$ cat src/rsot_pkg.sv
// Shared types and constants of the running statistics outlier test.
package rsot_pkg;

	localparam int NUM_CLASSES = 16;
	localparam int CNT_DEPTH   = NUM_CLASSES * 2;
	localparam int CNT_AW      = $clog2(CNT_DEPTH);

	localparam int IN_TDATA_W  = 40;
	localparam int OUT_TDATA_W = 136;

	localparam logic [1:0] ACT_CLEAR  = 2'd0;
	localparam logic [1:0] ACT_TRAIN  = 2'd1;
	localparam logic [1:0] ACT_TEST   = 2'd2;
	localparam logic [1:0] ACT_UNUSED = 2'd3;

	localparam logic [1:0] KIND_ACK     = 2'd0;
	localparam logic [1:0] KIND_MODEL   = 2'd1;
	localparam logic [1:0] KIND_VERDICT = 2'd2;

	localparam logic CFG_MODE   = 1'b0;
	localparam logic CFG_TARGET = 1'b1;

	localparam logic [16:0] CONF_ONE = 17'h10000;

	typedef struct packed {
		logic        start;
		logic [63:0] rem0;
		logic [63:0] dvd;
		logic [63:0] den;
		logic [6:0]  iters;
	} div_req_t;

	typedef struct packed {
		logic        done;
		logic [63:0] quo;
	} div_rsp_t;

	typedef struct packed {
		logic        start;
		logic [31:0] a;
		logic [31:0] b;
	} mul_req_t;

	typedef struct packed {
		logic        done;
		logic [63:0] prod;
	} mul_rsp_t;

	typedef struct packed {
		logic        start;
		logic [63:0] v;
	} sqrt_req_t;

	typedef struct packed {
		logic        done;
		logic [31:0] root;
	} sqrt_rsp_t;

endpackage

$ cat src/rsot_div.sv
// Bit-serial restoring divider, one quotient bit per cycle.
module rsot_div (
	input  logic               clk,
	input  logic               arst_n,
	input  rsot_pkg::div_req_t req,
	output rsot_pkg::div_rsp_t rsp
);

	logic [63:0] rem_q;
	logic [63:0] dvd_q;
	logic [63:0] den_q;
	logic [63:0] quo_q;
	logic [6:0]  cnt_q;
	logic        busy_q;
	logic        done_q;
	logic [64:0] shifted;
	logic        ge;
	logic [64:0] diff;

	assign shifted = {rem_q, dvd_q[63]};
	assign ge      = shifted >= {1'b0, den_q};
	assign diff    = shifted - {1'b0, den_q};

	always_ff @(posedge clk or negedge arst_n) begin
		if (!arst_n) begin
			busy_q <= 1'b0;
			done_q <= 1'b0;
			cnt_q  <= '0;
		end else begin
			done_q <= 1'b0;
			if (req.start) begin
				busy_q <= 1'b1;
				cnt_q  <= req.iters;
			end else if (busy_q) begin
				cnt_q <= cnt_q - 7'd1;
				if (cnt_q == 7'd1) begin
					busy_q <= 1'b0;
					done_q <= 1'b1;
				end
			end
		end
	end

	always_ff @(posedge clk) begin
		if (req.start) begin
			rem_q <= req.rem0;
			dvd_q <= req.dvd;
			den_q <= req.den;
			quo_q <= '0;
		end else if (busy_q) begin
			rem_q <= ge ? diff[63:0] : shifted[63:0];
			dvd_q <= {dvd_q[62:0], 1'b0};
			quo_q <= {quo_q[62:0], ge};
		end
	end

	assign rsp.done = done_q;
	assign rsp.quo  = quo_q;

endmodule

$ cat config.mk
export PLATFORM = sky130hd
export DESIGN_NAME = rsot_div
export DESIGN_NICKNAME = d
export VERILOG_FILES = /design/src/rsot_pkg.sv /design/src/rsot_div.sv
export SDC_FILE = /design/constraint.sdc
export NUM_CORES = 1
export LEC_CHECK = 0
export ABC_AREA = 1
export BUFFER_PORTS_ARGS = -buffer_cell sky130_fd_sc_hd__buf_2
export CORE_ASPECT_RATIO = 0.5
export CORE_UTILIZATION = 56
export DETAILED_ROUTE_END_ITERATION = 8
export GPL_TIMING_DRIVEN = 1
export HOLD_SLACK_MARGIN = 0.12
export PLACE_DENSITY = 0.78
export SKIP_LAST_GASP = 1
export SLEW_MARGIN = 10
export SYNTH_ARGS = -nofsm -noshare
export SYNTH_HDL_FRONTEND = slang
export SYNTH_SLANG_ARGS = --single-unit
$ cat constraint.sdc
create_clock -name clk -period 12.15 [get_ports clk]
set_input_delay 0.6075 -clock clk [delete_from_list [all_inputs] [get_ports clk]]
set_output_delay 0.6075 -clock clk [all_outputs]
set_load 0.1 [all_outputs]
==> qor.yml, run 1 <==
critical_path:
  crit_path_top_delay_cell: "buf_4"
  setup.worst_path.start_class: "flop"
  cp.required_ps: 12580
  cp-end-kind: "flop"
  cpMostUsedCell: "nand2_1"
  cp_max_fo: 65
  r2r_slack_ps: 7990
  cp_cell_sequence: "ha_1 > nand2_1 > inv_1 > a21oi_2 > nand2_1 > nand2_1 > nand2_1 > nand2_1 > nand2_1 > nor2_4 > buf_4 > nand2_2 > buf_4 > nand2_1 > nand3_1 > nand2_1"
  cp_top_family: "simple AND/OR/NAND/NOR gates"
  slowest_delay_ps: 730
  critPathBufInv: 3
  path_class: "flop to flop"
  arrival_ps: 4600
floorplan:
  ios: 267
  dieArea_mm2: 0.0313
  core_area_mm2: 0.0295
  die_y_um: 126
  initial_core_util_pct: 58.0
  die_w_um: 249
  row_count: 44
timing:
  rsz0062_at_grt: "false"
  slew_viol_final: 0
  tns_ps: 0
  fmax_ghz: 0.240
  max_slew_margin_pct: 21.5
  hold-worst-slack_ps: 203
  finalCritPeriodShare_pct: 34.3
  setup_slack_ps: 7990
  fin_crit_ps: 4160
  hold_violations: 0
  worst_pin_slew_ps: 1180
  finalClockSkew_ps: 21.2
  finalSetupViolCount: 0
routing:
  postRouteAntennaNets: 0
  vias_per_cell: 5.24
  drt_wl_total_um: 51800
  drtIter0Drc: 1432
  detailroute.via_count: 15872
  first_pass_iters: 6
  post_drt_wl_per_cell_um: 17.1
  drc: 0
synthesis:
  synth_top_area_share_pct: 33.7
  syn_inst: 2383
  syn-num-nets: 2652
  synth_area_mm2: 0.0171
  synthTopCellsByArea: "edfxtp_1, nand2_1, inv_1"
  synth_top_area_cell: "edfxtp_1"
  seq_area_frac_synth_pct: 42.5
  synth_area_per_cell_um2: 7.18
  yosysUniqueCellTypes: 44
  synthesis.yosys.warnings: 0
  synth-seq-cells: 265
cts:
  cts_tree: "yes"
  cts.sinks: 265
  worstSkewPairLatency_ps: 570
  htree_levels: 1
  cts_resized: 0
  clockRootBuffer: "clkbuf_16"
  cts_buffer_depth: 3
  cts_buffers: 24
  clkTransAtPathRegs_ps: 70
global_route:
  overflow: 0
  grt_usage_pct: 33.3
  grt_pass1_wl_um: 81100
  antenna_found_initial: 2
  grt_max_degree: 115
  grt_pass1_vias: 14998
flow_run:
  maxCapViolations: 0
placed_design:
  dpl.hpwl_um: 39600
  io_buffers: 266
  place_congestion: 1.04
  place_ws_ps: 8120
  placed_cell_area_mm2: 0.0186
power:
  power_density_mw_per_mm2: 220
  vdd_ir_drop_max_v: 0.000126
  fin_total_pwr_mw: 4.26
  p_leak_nw: 10.4
finish:
  final_cell_mix: "nand2_1, inv_1, buf_2"
  drive_gt1_share_pct: 14.7
  final_common_cell: "nand2_1"
  final_nets: 2888
  syn_to_final_growth_pct: 13.5
  post-route-cell-area_mm2: 0.0194
min_path:
  hold_path.class: "input pin to flop"
status:
  status: "finished, final reports clean"
[layout make-up]
type | instances | area, um2
clock buffers | 30 | 653
multi-input cells | 1577 | 7670
clock inverters | 14 | 110
repair buffers | 275 | 1410
fillers | 2646 | 10100
inverters | 476 | 1790
diodes | 2 | 5.00
well taps | 391 | 489
flip-flops and latches | 265 | 7270
[cells by family (layout without fill, tap and decap cells)]
group | Yosys count | after routing | share of synthesized area, %
AND/OR/NAND/NOR | 1325 | 1325 | 33.0
buffers and inverters | 541 | 795 | 12.6
flip-flops | 265 | 265 | 42.5
adder cells (fa/ha/maj) | 67 | 67 | 4.95
AO/OA/AOI/OAI | 151 | 151 | 5.17
XOR/XNOR | 34 | 34 | 1.74
other | 0 | 2 | 0
[flip-flops by register name, summed over array words and instances (netlist names)]
name    flops
den_q      64
cnt_q       7
rem_q      64
quo_q      64
done_q      1
busy_q      1
dvd_q      64
[power breakdown]
group	internal, mW	switching [mW]
Clock	0.396	0.357
Sequential	1.16	0.0732
Combinational	0.733	1.54
Total	2.29	1.97
[path summary, 6_finish.rpt]
check | from | endpoint | cells past startpoint
min in group asynchronous | arst_n | cnt_q[3]$_DFFE_PN0P_ | 2
hold / removal | req[56] | den_q[49]$_DFFE_PP_ | 1
setup reg to reg | rem_q[38]$_DFFE_PP_ | rem_q[37]$_DFFE_PP_ | 16
setup / recovery | rem_q[38]$_DFFE_PP_ | rem_q[37]$_DFFE_PP_ | 16
max in group asynchronous | arst_n | cnt_q[6]$_DFFE_PN0P_ | 2
hold reg to reg | quo_q[63]$_SDFFE_PP0P_ | quo_q[63]$_SDFFE_PP0P_ | 2
[per-stage QoR]
stage	utilization (%)	cells
finish	65.8	3030
global route	65.8	3029
global placement	63.1	2983
CTS	65.7	3028
floorplan	-	2383
detailed placement	63.1	2983
[Yosys cell counts]
cell type and number:
buf_2 10, clkinv_1 3, o31ai_1 1, dfrtp_1 9, clkbuf_1 32, nand3_2 12
edfxtp_1 192, o22ai_1 62, nor2_2 12, buf_6 13, and2_0 1, and2_1 3
inv_1 452, or2_2 3, ha_1 66, buf_4 5, xnor2_1 31, a22oi_1 1
nand3_1 115, xor2_1 3, fa_1 1, o21bai_1 8, nor2_1 96, inv_2 21
dfxtp_1 64, nand4_1 19, a21o_1 2, a21oi_2 1, o221ai_1 1, buf_1 5
nand2_2 15, and3_1 1, nand3b_1 62, nand2_1 960, o311ai_0 1, o211ai_1 2
nor2_4 6, nor3_1 16, o21ai_0 18, o21ai_1 1, nor4_1 3, o21a_1 2
nand2_4 1, a21oi_1 51
[metal layers]
metal	vias up	global-route usage, %	part of all wire [%]
li1	7880	-	-
met1	7332	49.1	47
met2	599	50.8	43
met3	61	7.27	9.3
met4	0	5.37	1.6
met5	-	0	0
[what timing repair did]
item	CTS	global route
hold buffers	1	0
setup endpoints to repair	0	0
hold endpoints to repair	9	0
buffers inserted	0	0
(Power assumes the default switching activity.)
==> run 2, diff against run 1 <==
Clock period 12.15 ns to 4.3 ns, I/O delays scaled along.
==> qor.yml, run 2 (synthesis gave the netlist of run 1 again) <==
status:
  status: "finished, final reports clean"
finish:
  post-route-cell-area_mm2: 0.0216  # +11%
  drive_gt1_share_pct: 13.8  # -0.90 points
  final_cell_mix: "nand2_1, inv_1, buf_2"
  multi_input_area_mm2: 0.00767  # unchanged
  nFillCells: 2216  # -16%
  final_cells: 3241  # +7.0%
  final_nets: 3096  # +7.2%
  syn_to_final_growth_pct: 26.4
  seqCellArea_mm2: 0.00727  # unchanged
  final_common_cell: "nand2_1"
routing:
  post_drt_wl_per_cell_um: 18.9  # +10%
  drt_wl_total_um: 61100  # +18%
  wl_met3_um: 5960  # +23%
  top_layer_used: "met4"
  postRouteAntennaNets: 0  # unchanged
  first_pass_iters: 8  # +2
  vias_per_cell: 5.39  # +2.9%
  drtIter0Drc: 1856  # +30%
  drt-met1-wl_um: 25500  # +5.5%
  drc: 0  # unchanged
  detailroute.via_count: 17474  # +10%
  wl_met2_um: 27600  # +25%
global_route:
  antenna_found_initial: 2  # unchanged
  grt_max_degree: 81  # -30%
  overflow: 0  # unchanged
  grt_pass1_wl_um: 93400  # +15%
  grt_usage_pct: 38.5  # +5.3 points
  grt_pass1_vias: 17194  # +15%
critical_path:
  cp_max_fo: 65  # unchanged
  cp.required_ps: 4620  # -7960 ps
  path_class: "flop to flop"
  arrival_ps: 3700  # -900 ps
  cp-end-kind: "flop"
  setup.worst_path.start_class: "flop"
timing:
  hold-worst-slack_ps: 343  # +140 ps
  tns_ps: 0  # unchanged
  worst_pin_slew_ps: 971  # -207 ps
  fin_crit_ps: 3380  # -781 ps
  max_slew_margin_pct: 34.9  # +13 points
  fmax_ghz: 0.296  # +23%
  finalCritPeriodShare_pct: 78.6  # +44 points
  rsz0062_at_grt: "false"
  slew_viol_final: 0  # unchanged
  hold_violations: 0  # unchanged
  finalClockSkew_ps: 34.5  # +13.3 ps
  setup_slack_ps: 918  # -7070 ps
  finalSetupViolCount: 0  # unchanged
floorplan:
  die_w_um: 249  # unchanged
  die_y_um: 126  # unchanged
  dieArea_mm2: 0.0313  # unchanged
  row_count: 44  # unchanged
  core_area_mm2: 0.0295  # unchanged
  ios: 267  # unchanged
  initial_core_util_pct: 58.0  # unchanged
power:
  p_comb_share_pct: 53.3  # about the same
  swShare_pct: 46.2  # about the same
  internal_power_mw: 6.79  # +200%
  p_seq_share_pct: 27.9  # -1.1 points
  p_leak_nw: 11.3  # +8.9%
  power_density_mw_per_mm2: 584  # +170%
  vdd_ir_drop_max_v: 0.000329  # +160%
  clkPwrFrac_pct: 18.8  # +1.1 points
  switching_power_mw: 5.83  # +200%
placed_design:
  io_buffers: 266  # unchanged
  dp_cells: 2986  # +0.10%
  place_congestion: 1.06  # +2.4%
  dpl.hpwl_um: 39900  # +0.65%
  place_ws_ps: 1120  # -7000 ps
  placed_cell_area_mm2: 0.0187  # +0.38%
cts:
  clkTransAtPathRegs_ps: 80  # about the same
  cts_tree: "yes"
  htree_levels: 1  # unchanged
  cts_buffer_depth: 3  # unchanged
  cts_buffers: 24  # unchanged
  clockRootBuffer: "clkbuf_16"
  worstSkewPairLatency_ps: 590  # +20 ps
  cts.sinks: 265  # unchanged
flow_run:
  maxCapViolations: 0  # unchanged
min_path:
  hold_path.class: "input pin to flop"
-- run 2: power groups by stage --
stage               clock, mW  combinational [mW]  sequential (mW)
floorplan                   0                4.54             3.53
global placement            0                6.21             3.52
detailed placement          0                6.27             3.54
CTS                      2.35                6.47             3.49
global route             2.47                7.36             3.55
finish                   2.38                6.72             3.51
-- run 2: final cells by class --
type,count,area share (%)
clock buffers,30,3.12
diodes,5,0.0579
clock inverters,14,0.799
inverters,476,8.29
repair buffers,483,16.3
multi-input cells,1577,35.5
well taps,391,2.26
flip-flops and latches,265,33.6
-- run 2: stage by stage --
stage | util [%] | power [mW]
after floorplan | - | 8.07
after global placement | 63.4 | 9.73
after detailed placement | 63.4 | 9.81
after CTS | 73.2 | 12.3
after global routing | 73.2 | 13.4
final | 73.3 | 12.6
-- run 2: repair_timing --
| action | CTS | global route |
|---|---|---|
| hold endpoints to repair | 212 | 0 |
| gates resized for setup | 0 | 0 |
| hold buffers | 206 | 0 |
| buffers inserted | 0 | 0 |
-- run 2: layer usage --
layer	up-vias	global-route usage (%)
met5	-	0
met4	0	12.9
met3	159	9.06
met2	904	62.8
met1	8105	50.7
li1	8306	-
-- run 2: worst max-delay path: stages (launching register included) --
cell and delay [ps]:
edfxtp_1 400, ha_1 380, nand2_1 120, nor2_1 510, nand3_1 150, nor3_1 180
nand3_1 100, nand2_1 120, nor2_4 60, buf_12 230, nand2_2 120, buf_4 400
nand2_1 120, nand3_1 120, nand2_1 70
-- run 2: final timing paths --
path	start	to	slack, ps	cells after the start
setup / recovery	rem_q[5]$_DFFE_PP_	rem_q[11]$_DFFE_PP_	920	14
hold / removal	req[58]	den_q[51]$_DFFE_PP_	340	2
setup reg to reg	rem_q[5]$_DFFE_PP_	rem_q[11]$_DFFE_PP_	920	14
hold reg to reg	quo_q[54]$_SDFFE_PP0P_	quo_q[55]$_SDFFE_PP0P_	490	2
max in group asynchronous	arst_n	busy_q$_DFF_PN0_	3260	3
min in group asynchronous	arst_n	cnt_q[3]$_DFFE_PN0P_	720	3
==> run 3, diff against run 2 <==
Clock period 4.3 ns to 3.4 ns, I/O delays scaled along.
==> qor.yml, run 3 (synthesis gave the netlist of run 1 again) <==
timing:
  fmax_ghz: 0.334  # +13%
  rsz0062_at_grt: "false"
  finalCritPeriodShare_pct: 88.2  # +9.5 points
  max_slew_margin_pct: 32.5  # -2.3 points
  hold_violations: 0  # unchanged
  finalClockSkew_ps: 31.4  # -3.10 ps
  finalSetupViolCount: 0  # unchanged
  tns_ps: 0  # unchanged
  fin_crit_ps: 3000  # -384 ps
  worst_pin_slew_ps: 1010  # +41.1 ps
  slew_viol_final: 0  # unchanged
cts:
  cts_resized: 0  # unchanged
  htree_levels: 1  # unchanged
  clkTransAtPathRegs_ps: 70  # about the same
  cts.sinks: 265  # unchanged
  clockRootBuffer: "clkbuf_16"
  cts_tree: "yes"
  cts_buffer_depth: 3  # unchanged
  worstSkewPairLatency_ps: 590  # about the same
  cts_buffers: 24  # unchanged
routing:
  postRouteAntennaNets: 0  # unchanged
  drtIter0Drc: 1898  # +2.3%
  drt_wl_total_um: 59700  # -2.3%
  vias_per_cell: 5.33  # -1.1%
  drc: 0  # unchanged
  detailroute.via_count: 17389  # -0.49%
  first_pass_iters: 6  # -2
  post_drt_wl_per_cell_um: 18.3  # -2.9%
placed_design:
  dpl.hpwl_um: 39300  # -1.5%
  place_congestion: 1.00  # -5.4%
  io_buffers: 266  # unchanged
  dp_cells: 2989  # +0.10%
power:
  internal_power_mw: 8.61  # +27%
  p_comb_share_pct: 53.3  # about the same
  clkPwrFrac_pct: 18.7  # about the same
  p_leak_nw: 11.4  # +0.63%
  vdd_ir_drop_max_v: 0.000537  # +63%
  switching_power_mw: 7.23  # +24%
  swShare_pct: 45.6  # -0.55 points
  power_density_mw_per_mm2: 725  # +24%
  fin_total_pwr_mw: 15.8  # +26%
  p_seq_share_pct: 28.0  # about the same
floorplan:
  initial_core_util_pct: 58.0  # unchanged
  row_count: 44  # unchanged
  die_y_um: 126  # unchanged
  ios: 267  # unchanged
  die_w_um: 249  # unchanged
  core_area_mm2: 0.0295  # unchanged
  dieArea_mm2: 0.0313  # unchanged
finish:
  drive_gt1_share_pct: 13.7  # -0.076 points
  syn_to_final_growth_pct: 27.7
  final_cell_mix: "nand2_1, inv_1, buf_2"
  final_cells: 3261  # +0.62%
  final_nets: 3119  # +0.74%
  final_common_cell: "nand2_1"
global_route:
  grt_usage_pct: 38.0  # -0.56 points
  antenna_found_initial: 1  # -1
  grt_max_degree: 98  # +21%
  overflow: 0  # unchanged
  grt_pass1_vias: 16906  # -1.7%
  grt_pass1_wl_um: 91900  # -1.5%
critical_path:
  cp_max_fo: 4  # -94%
  path_class: "flop to flop"
  cp.required_ps: 3740  # -880 ps
  r2r_slack_ps: 400  # -520 ps
  setup.worst_path.start_class: "flop"
  arrival_ps: 3340  # -360 ps
  cp-end-kind: "flop"
min_path:
  hold_path.class: "input pin to flop"
status:
  status: "finished, final reports clean"
flow_run:
  maxCapViolations: 0  # unchanged
==> run 3: path summary, 6_finish.rpt <==
path                                        startpoint                      to  cells after the start
worst max-delay path               rem_q[29]$_DFFE_PP_     rem_q[60]$_DFFE_PP_                     12
worst min-delay path                           req[38]     den_q[31]$_DFFE_PP_                      2
worst max register to register     rem_q[29]$_DFFE_PP_     rem_q[60]$_DFFE_PP_                     12
worst min register to register  quo_q[63]$_SDFFE_PP0P_  quo_q[63]$_SDFFE_PP0P_                      2
max in group asynchronous                       arst_n    cnt_q[5]$_DFFE_PN0P_                      3
min in group asynchronous                       arst_n    cnt_q[6]$_DFFE_PN0P_                      3
==> run 3: final cells by class <==
type                       count  area (um2)
fill                        2200        7670
tap                          391         489
timing repair buffer         506        3780
inverter                     476        1790
sequential                   265        7270
antenna                        2        5.00
multi-input combinational   1577        7670
clock buffer                  31         678
clock inverter                13         146
==> run 3: power groups by stage <==
stage / Sequential, mW / Clock [mW] / Combinational (mW)
finish: 4.44 / 2.96 / 8.44
global route: 4.48 / 3.07 / 9.28
floorplan: 4.47 / 0 / 5.74
detailed placement: 4.47 / 0 / 7.90
CTS: 4.40 / 2.90 / 8.16
global placement: 4.44 / 0 / 7.84
==> run 3: stage by stage <==
step | instance area (um2) | worst slack [ps] | utilization, % | hold WS, ps
after floorplan | 17100 | 747 | - | -126
after CTS | 21800 | 457 | 74.0 | 286
after global routing | 21800 | 193 | 74.0 | 295
after detailed placement | 18700 | 476 | 63.5 | 35.1
final | 21800 | 402 | 74.0 | 283
after global placement | 18700 | 532 | 63.5 | 29.8
==> run 3: per-layer routing <==
metal / global-route usage [%] / share of wire, %
met5: 0 / 0
met4: 11.0 / 3.1
met3: 9.20 / 10
met1: 50.3 / 41
met2: 62.2 / 45
==> run 3: worst max-delay path, cell delays in order (launching register included) <==
cell	delay, ps
edfxtp_1	410
ha_1	380
nand2_1	150
nor2_1	180
inv_2	100
nor2_1	240
nand2_1	180
nor3_1	560
nand2_1	180
nand3_1	120
nand3_1	100
nand2_1	80
nand2_1	40
==> run 3: what timing repair did <==
| action | CTS | global route |
|---|---|---|
| setup buffers | 0 | 0 |
| hold buffers | 226 | 0 |
| endpoints found under the hold margin | 211 | 0 |
